**config.mk**
```make
export PLATFORM = sky130hd
export DESIGN_NAME = katu_ctrl
export DESIGN_NICKNAME = d
export VERILOG_FILES = /design/src/design/key_autorepeat_tracker_unit_macros.svh /design/src/design/katu_pkg.sv /design/src/design/katu_ctrl.sv
export SDC_FILE = /design/constraint.sdc
export NUM_CORES = 1
export LEC_CHECK = 0
export ABC_CLOCK_PERIOD_IN_PS = 3100
export BUFFER_PORTS_ARGS = -buffer_cell sky130_fd_sc_hd__buf_2
export CAP_MARGIN = 40
export CORE_AREA = 4 4 41 43
export DETAILED_ROUTE_END_ITERATION = 10
export DIE_AREA = 0 0 45 47
export SLEW_MARGIN = 25
export SYNTH_ARGS = -nofsm -noshare
export SYNTH_HDL_FRONTEND = slang
export SYNTH_SLANG_ARGS = --single-unit
```
**constraint.sdc**
```tcl
create_clock -name clk -period 3.1 [get_ports clk]
set_clock_uncertainty 0.2 [all_clocks]
set_input_delay 0 -clock clk [delete_from_list [all_inputs] [get_ports clk]]
set_output_delay 0 -clock clk [all_outputs]
set_load 0.005 [all_outputs]
```
**src/design/key_autorepeat_tracker_unit_macros.svh**
```systemverilog
// assertion macros for the key autorepeat tracker
// used by the top level only, no other dependencies
`ifndef KEY_AUTOREPEAT_TRACKER_UNIT_MACROS_SVH
`define KEY_AUTOREPEAT_TRACKER_UNIT_MACROS_SVH
`ifndef SYNTHESIS
// same-cycle implication
`define KATU_ASSERT_IMPL(label, clk, rst_n, ante, cons) \
    label: assert property (@(posedge clk) disable iff (!rst_n) (ante) |-> (cons)) \
        else $error("katu: same-cycle check failed");
// next-cycle implication
`define KATU_ASSERT_NEXT(label, clk, rst_n, ante, cons) \
    label: assert property (@(posedge clk) disable iff (!rst_n) (ante) |=> (cons)) \
        else $error("katu: next-cycle check failed");
`else
`define KATU_ASSERT_IMPL(label, clk, rst_n, ante, cons)
`define KATU_ASSERT_NEXT(label, clk, rst_n, ante, cons)
`endif
`endif

```
**src/design/katu_pkg.sv**
```systemverilog
// shared types and constants of the key autorepeat tracker
// no dependencies
package katu_pkg;

    localparam int KATU_NUM_KEYS   = 512;
    localparam int KATU_TIME_WIDTH = 32;

    localparam int REQ_TYPE_W = 3;
    localparam int KEY_IDX_W  = 9;
    localparam int IN_TIME_W  = 32;
    localparam int HELD_W     = 32;
    // wide enough for any key index and any key count
    localparam int KEY_CMP_W  = 11;

    typedef enum logic [REQ_TYPE_W-1:0] {
        REQ_DOWN = 3'd0,
        REQ_UP   = 3'd1,
        REQ_TICK = 3'd2,
        REQ_READ = 3'd3,
        REQ_SET  = 3'd4
    } req_t;

    typedef enum logic [2:0] {
        ST_CLEAR,
        ST_IDLE,
        ST_ISSUE,
        ST_WALK,
        ST_DRAIN
    } state_t;

    typedef struct packed {
        logic capture;
        logic ptr_load;
        logic ptr_zero;
        logic issue;
        logic clr_we;
    } dp_cmd_t;

    typedef struct packed {
        logic key_ok;
        logic ptr_last;
        logic pipe_empty;
    } dp_sts_t;

endpackage

```
**src/design/katu_ctrl.sv**
```systemverilog
// sequencer of the key autorepeat tracker: clearing pass, single access, table walk
// depends on katu_pkg
module katu_ctrl import katu_pkg::*; (
    input  logic                  clk,
    input  logic                  rst_n,
    input  logic                  in_valid,
    output logic                  in_ready,
    input  logic [REQ_TYPE_W-1:0] req_type,
    input  logic                  is_os_repeat,
    input  dp_sts_t               sts,
    output dp_cmd_t               cmd
);

    state_t state_reg;
    state_t state_next;

    always_ff @(posedge clk or negedge rst_n)
    begin
        if (!rst_n)
        begin
            state_reg <= ST_CLEAR;
        end
        else
        begin
            state_reg <= state_next;
        end
    end

    always_comb
    begin
        state_next = state_reg;
        cmd        = '0;
        in_ready   = 1'b0;
        unique case (state_reg)
            ST_CLEAR:
            begin
                cmd.clr_we = 1'b1;
                if (sts.ptr_last)
                begin
                    state_next = ST_IDLE;
                end
            end
            ST_IDLE:
            begin
                in_ready = 1'b1;
                if (in_valid)
                begin
                    cmd.capture = 1'b1;
                    unique case (req_t'(req_type))
                        REQ_DOWN:
                        begin
                            if (sts.key_ok && !is_os_repeat)
                            begin
                                cmd.ptr_load = 1'b1;
                                state_next   = ST_ISSUE;
                            end
                        end
                        REQ_UP, REQ_SET:
                        begin
                            if (sts.key_ok)
                            begin
                                cmd.ptr_load = 1'b1;
                                state_next   = ST_ISSUE;
                            end
                        end
                        REQ_READ:
                        begin
                            // out-of-range read still answers, with zeros
                            cmd.ptr_load = 1'b1;
                            state_next   = ST_ISSUE;
                        end
                        REQ_TICK:
                        begin
                            cmd.ptr_zero = 1'b1;
                            state_next   = ST_WALK;
                        end
                        default:
                        begin
                            state_next = ST_IDLE;
                        end
                    endcase
                end
            end
            ST_ISSUE:
            begin
                cmd.issue  = 1'b1;
                state_next = ST_DRAIN;
            end
            ST_WALK:
            begin
                cmd.issue = 1'b1;
                if (sts.ptr_last)
                begin
                    state_next = ST_DRAIN;
                end
            end
            ST_DRAIN:
            begin
                if (sts.pipe_empty)
                begin
                    state_next = ST_IDLE;
                end
            end
            default:
            begin
                state_next = ST_IDLE;
            end
        endcase
    end

endmodule

```
# After elaboration in Yosys (flattened, before gate mapping)
# Index checks and enable logic that the tools add are counted.
[word_totals]
ff_bits = 3
in_bits = 10
output_inout_bits = 6
word_cells = 39
[classes]
eq_ne = 14
mux = 17
reduce_logical = 7
[ops]
columns = ["cell", "n"]
rows = [
  ["$mux W3", 8],
  ["$pmux W3 S5", 1],
  ["$eq A3 B2 Y1 const B", 4],
  ["$pmux W3 S4", 1],
  ["$ne A2 B2 Y1 const B", 4],
  ["$eq A3 B1 Y1 const B", 2],
  ["$eq A3 B3 Y1 const B", 2],
  ["$logic_not A3 Y1", 2],
  ["$mux W1", 6],
  ["$ne A3 B3 Y1 const B", 2],
  ["$reduce_and A6 Y1", 1],
  ["$reduce_or A2 Y1", 2],
  ["$pmux W1 S3", 1],
  ["$logic_and A1 B1 Y1", 1],
  ["$logic_not A1 Y1", 1],
]

# Logic depth before layout (Yosys ltp)
[depth]
ltp_word = 6
depth_mapped = 4
mapped_depth_nobuf = 4

# Least setup slack after synthesis
# OpenSTA, ideal clock, no wires.
[synth_path]
path_kind = "register -> register"
start = "register state_reg[1]"
end = "register state_reg[1]"
setup_time_ns = 0.124
arrival_time_ns = 1.190
t_required_ns = 2.776
slack_ns = 1.586
path_stages_with_launch = 5
synth_period_minus_slack_ns = 1.514
cell_sequence = "dfrtp_1 -> mux2_4 -> or3_4 -> nand2_1 -> o31ai_1"
[synth_between]
elab_chain_len = 3
[synth_lines]
columns = ["element", "line", "source"]
rows = [
  ["start: declaration", "katu_ctrl.sv:14", "state_t state_reg;"],
  ["start signal: assignment", "katu_ctrl.sv:25", "state_reg <= state_next;"],
  ["$eq A3 B1 Y1 (tied with other cells)", "katu_ctrl.sv:34", "unique case (state_reg)"],
  ["$ne A3 B3 Y1 (no source line) or $ne A2 B2 Y1 (tied branches)", "-", ""],
  ["$reduce_and A6 Y1 (no source line)", "-", ""],
]
# Parallel ways exist; a longest one is shown, timed or not.
# A chain may end at the register's enable or synchronous reset.

# Worst setup path in the final report
# Ends and elaborated chain as after synthesis.

==> impl_metrics.csv <==
group,metric,value,unit
placement,placed_cells,68,
finish,antennaDiodeCount,0,
floorplanning,chipWidth,45,um
power_and_ir_drop,switching_share,38.1,%
yosys,yosys_warnings,0,
yosys,yosysMostFrequentCell,"nand2_1",
clock_network,clk_pin_slew_worst_paths,0.03,ns
timing,holdWs,0.0564,ns
power_and_ir_drop,power_leakage,0.246,nW
placement,place_area,384,sq um
timing,finalSetupViolations,0,
setup_path,worstSetupEndpointType,"register",
setup_path,cp-start-kind,"register",
placement,dpl.hpwl,605,um
placement,place_ws,1.49,ns
detailed_routing,routedWlPerCell,11.2,um
setup_path,required,3.01,ns
placement,port-buffer-count,15,
power_and_ir_drop,power.share.clock,19.3,%
timing,finalHoldViolCount,0,
power_and_ir_drop,switchingPower,0.132,mW
power_and_ir_drop,power,0.348,mW
clock_network,max-clock-path-buffers,2,
setup_path,arrival,2.06,ns
detailed_routing,first_pass_iters,4,
timing,setup_tns,0,ns
global_route,grt_antenna_before_repair,0,
power_and_ir_drop,combinationalPowerShare,55.3,%
timing,slew_viol_final,0,
finish,nets,75,
setup_path,critPathLaunch,"state_reg[1]$_DFFE_PN0P_",
yosys,avgSynthCellArea,7.64,sq um
yosys,syn-num-nets,48,
finish,fin_util,36.9,%
clock_network,clkLatencyLatePin,0.23,ns
yosys,ys.flop_type,"dfrtp_1",
timing,fmaxAchievable,0.465,GHz
yosys,synth_cell_types,23,
yosys,yosysTopAreaCellShare,25.9,%
flow_run,maxCapViolations,0,
global_route,grt_pass1_wl,1.32,mm
timing,fin_crit_sh,69.4,%
detailed_routing,drt_iter0_drc,7,
clock_network,cts_resized,0,
power_and_ir_drop,p_int,0.215,mW
power_and_ir_drop,p_seq_share,25.4,%
yosys,yosysTopAreaCell,"dfrtp_1",
yosys,synth_area,290,sq um
floorplanning,coreArea,1300,sq um
placement,gp_congestion,0.713,
clock_network,cts_sinks,3,
setup_path,criticalPathCategory,"reg -> reg",
detailed_routing,drcViolationCount,0,
yosys,synth_cells,38,
global_route,grt_pass1_vias,327,
floorplanning,io_pins,16,
setup_path,cp_max_fo,7,
min_path,hold_path_class,"in -> reg",
power_and_ir_drop,powerDensity,724,nW/um^2
yosys,synthArstFlopShare,100,%
timing,fin_crit,2.15,ns
finish,design_area,480,sq um
floorplanning,dieArea,2120,sq um
yosys,synth_area_leaders,"dfrtp_1 26%, a21oi_1 8.6%, nand2_1 7.8%",
power_and_ir_drop,ir_worst_vdd,0.191,mV
clock_network,cts_setup_buffers,0,
yosys,synth_common_cells,"6 x nand2_1, 5 x a21oi_1, 3 x dfrtp_1, 3 x o21ai_0",
clock_network,cts_buffers,3,
floorplanning,rows,13,
clock_network,h-tree-depth,1,
clock_network,cts_tree,"yes",
yosys,synth_seq_area_share,25.9,%
detailed_routing,wirelength,884,um
finish,layoutNonFillerInstCount,79,
timing,rsz0062_at_grt,"no",
clock_network,root_buffer,"clkbuf_4",
setup_path,r2r-start,"state_reg[1]$_DFFE_PN0P_",
finish,fillers,145,
finish,area_growth,65.5,%
finish,drive_above_1_share,34.4,%
global_route,grt_max_degree,8,
finish,largest_reg_flops,3,
floorplanning,initial_core_util,22.3,%
run_status,outcome,"completed",
detailed_routing,postRouteAntennaNets,0,
timing,max_slew.worst_pin.slew,0.284,ns
floorplanning,die_h,47,um
timing,setup_slack,0.948,ns
global_route,grt-ovfl-total,0,
yosys,ys_ff_latch,3,
detailed_routing,vias_per_cell,4.77,
timing,maxSlewHeadroom,81.0,%
global_route,grt_usage,8.86,%
min_path,min-delay-start,"is_os_repeat",
yosys,synth_edf_count,0,
detailed_routing,num_vias,377,
cells by family (layout without fill, tap and decap cells):
group                  count (synthesis)  after routing  share of synthesized area [%]
muxes                                  1              1                           5.17
AOI/OAI and AO/OA                     13             13                           27.6
buffers and inverters                  2             28                           2.59
DFF                                    3              3                           25.9
and+or+nand+nor                       19             19                           38.8
power by group through the flow:
| stage | Sequential, mW | Clock (mW) | Combinational (mW) |
|---|---|---|---|
| floorplan | 0.0791 | 0 | 0.116 |
| global placement | 0.0871 | 0 | 0.169 |
| detailed placement | 0.0884 | 0 | 0.168 |
| CTS | 0.0879 | 0.0704 | 0.192 |
| global route | 0.0918 | 0.0734 | 0.216 |
| finish | 0.0883 | 0.0673 | 0.192 |
per-layer routing:
| layer | up-vias | track usage (%) | share of wire (%) |
|---|---|---|---|
| li1 | 190 | - | - |
| met1 | 174 | 10.0 | 44 |
| met4 | 0 | 5.26 | 0.45 |
| met3 | 2 | 3.45 | 8.1 |
| met5 | - | 0 | 0 |
| met2 | 11 | 14.1 | 47 |
what timing repair did:
item | CTS | global route
hold buffers | 7 | 0
setup endpoints to repair | 0 | 0
hold endpoints to repair | 5 | 0
final timing paths:
| path | endpoint | slack, ns | cells after the start |
|---|---|---|---|
| setup / recovery | state_reg[1]$_DFFE_PN0P_ | 0.95 | 5 |
| hold / removal | state_reg[0]$_DFFE_PN0P_ | 0.06 | 4 |
| setup reg to reg | state_reg[1]$_DFFE_PN0P_ | 0.95 | 5 |
| hold reg to reg | state_reg[0]$_DFFE_PN0P_ | 0.46 | 1 |
| max in group asynchronous | state_reg[0]$_DFFE_PN0P_ | 2.12 | 3 |
| min in group asynchronous | state_reg[2]$_DFFE_PN0P_ | 0.43 | 3 |
critical path, cell delays in order (launching register included):
cell and delay [ns]:
dfrtp_1 0.48, mux2_4 0.32, or3_4 0.34, nand2_1 0.08
o31ai_1 0.06, dlygate4sd3_1 0.55
area by class of cell:
| type | count | area [sq um] | share of cell area (%) |
|---|---|---|---|
| repair buffers | 22 | 145 | 30.2 |
| multi-input cells | 33 | 208 | 43.2 |
| well taps | 15 | 18.8 | 3.91 |
| inverters | 2 | 7.51 | 1.56 |
| clock buffers | 4 | 26.3 | 5.47 |
| flip-flops and latches | 3 | 75.1 | 15.6 |
cell usage in the layout, fill, tap and decap left out:
| cell | n |
|---|---|
| a21oi_1 | 5 |
| a31oi_1 | 1 |
| and2_1 | 1 |
| and3_1 | 1 |
| buf_2 | 15 |
| clkbuf_1 | 1 |
| clkbuf_4 | 3 |
| dfrtp_1 | 3 |
| dlygate4sd3_1 | 7 |
| inv_1 | 2 |
| mux2_4 | 1 |
| nand2_1 | 6 |
| nand2b_1 | 1 |
| nand3b_1 | 1 |
| nor2_1 | 2 |
| nor2b_1 | 1 |
| nor3_1 | 1 |
| nor3b_1 | 1 |
| nor3b_2 | 1 |
| nor4_1 | 1 |
| o211ai_2 | 1 |
| o21ai_0 | 3 |
| o21ai_1 | 1 |
| o31a_1 | 1 |
| o31ai_1 | 1 |
| or2b_1 | 1 |
| or3_4 | 1 |
Note: power is estimated with default switching activity, not from simulation.
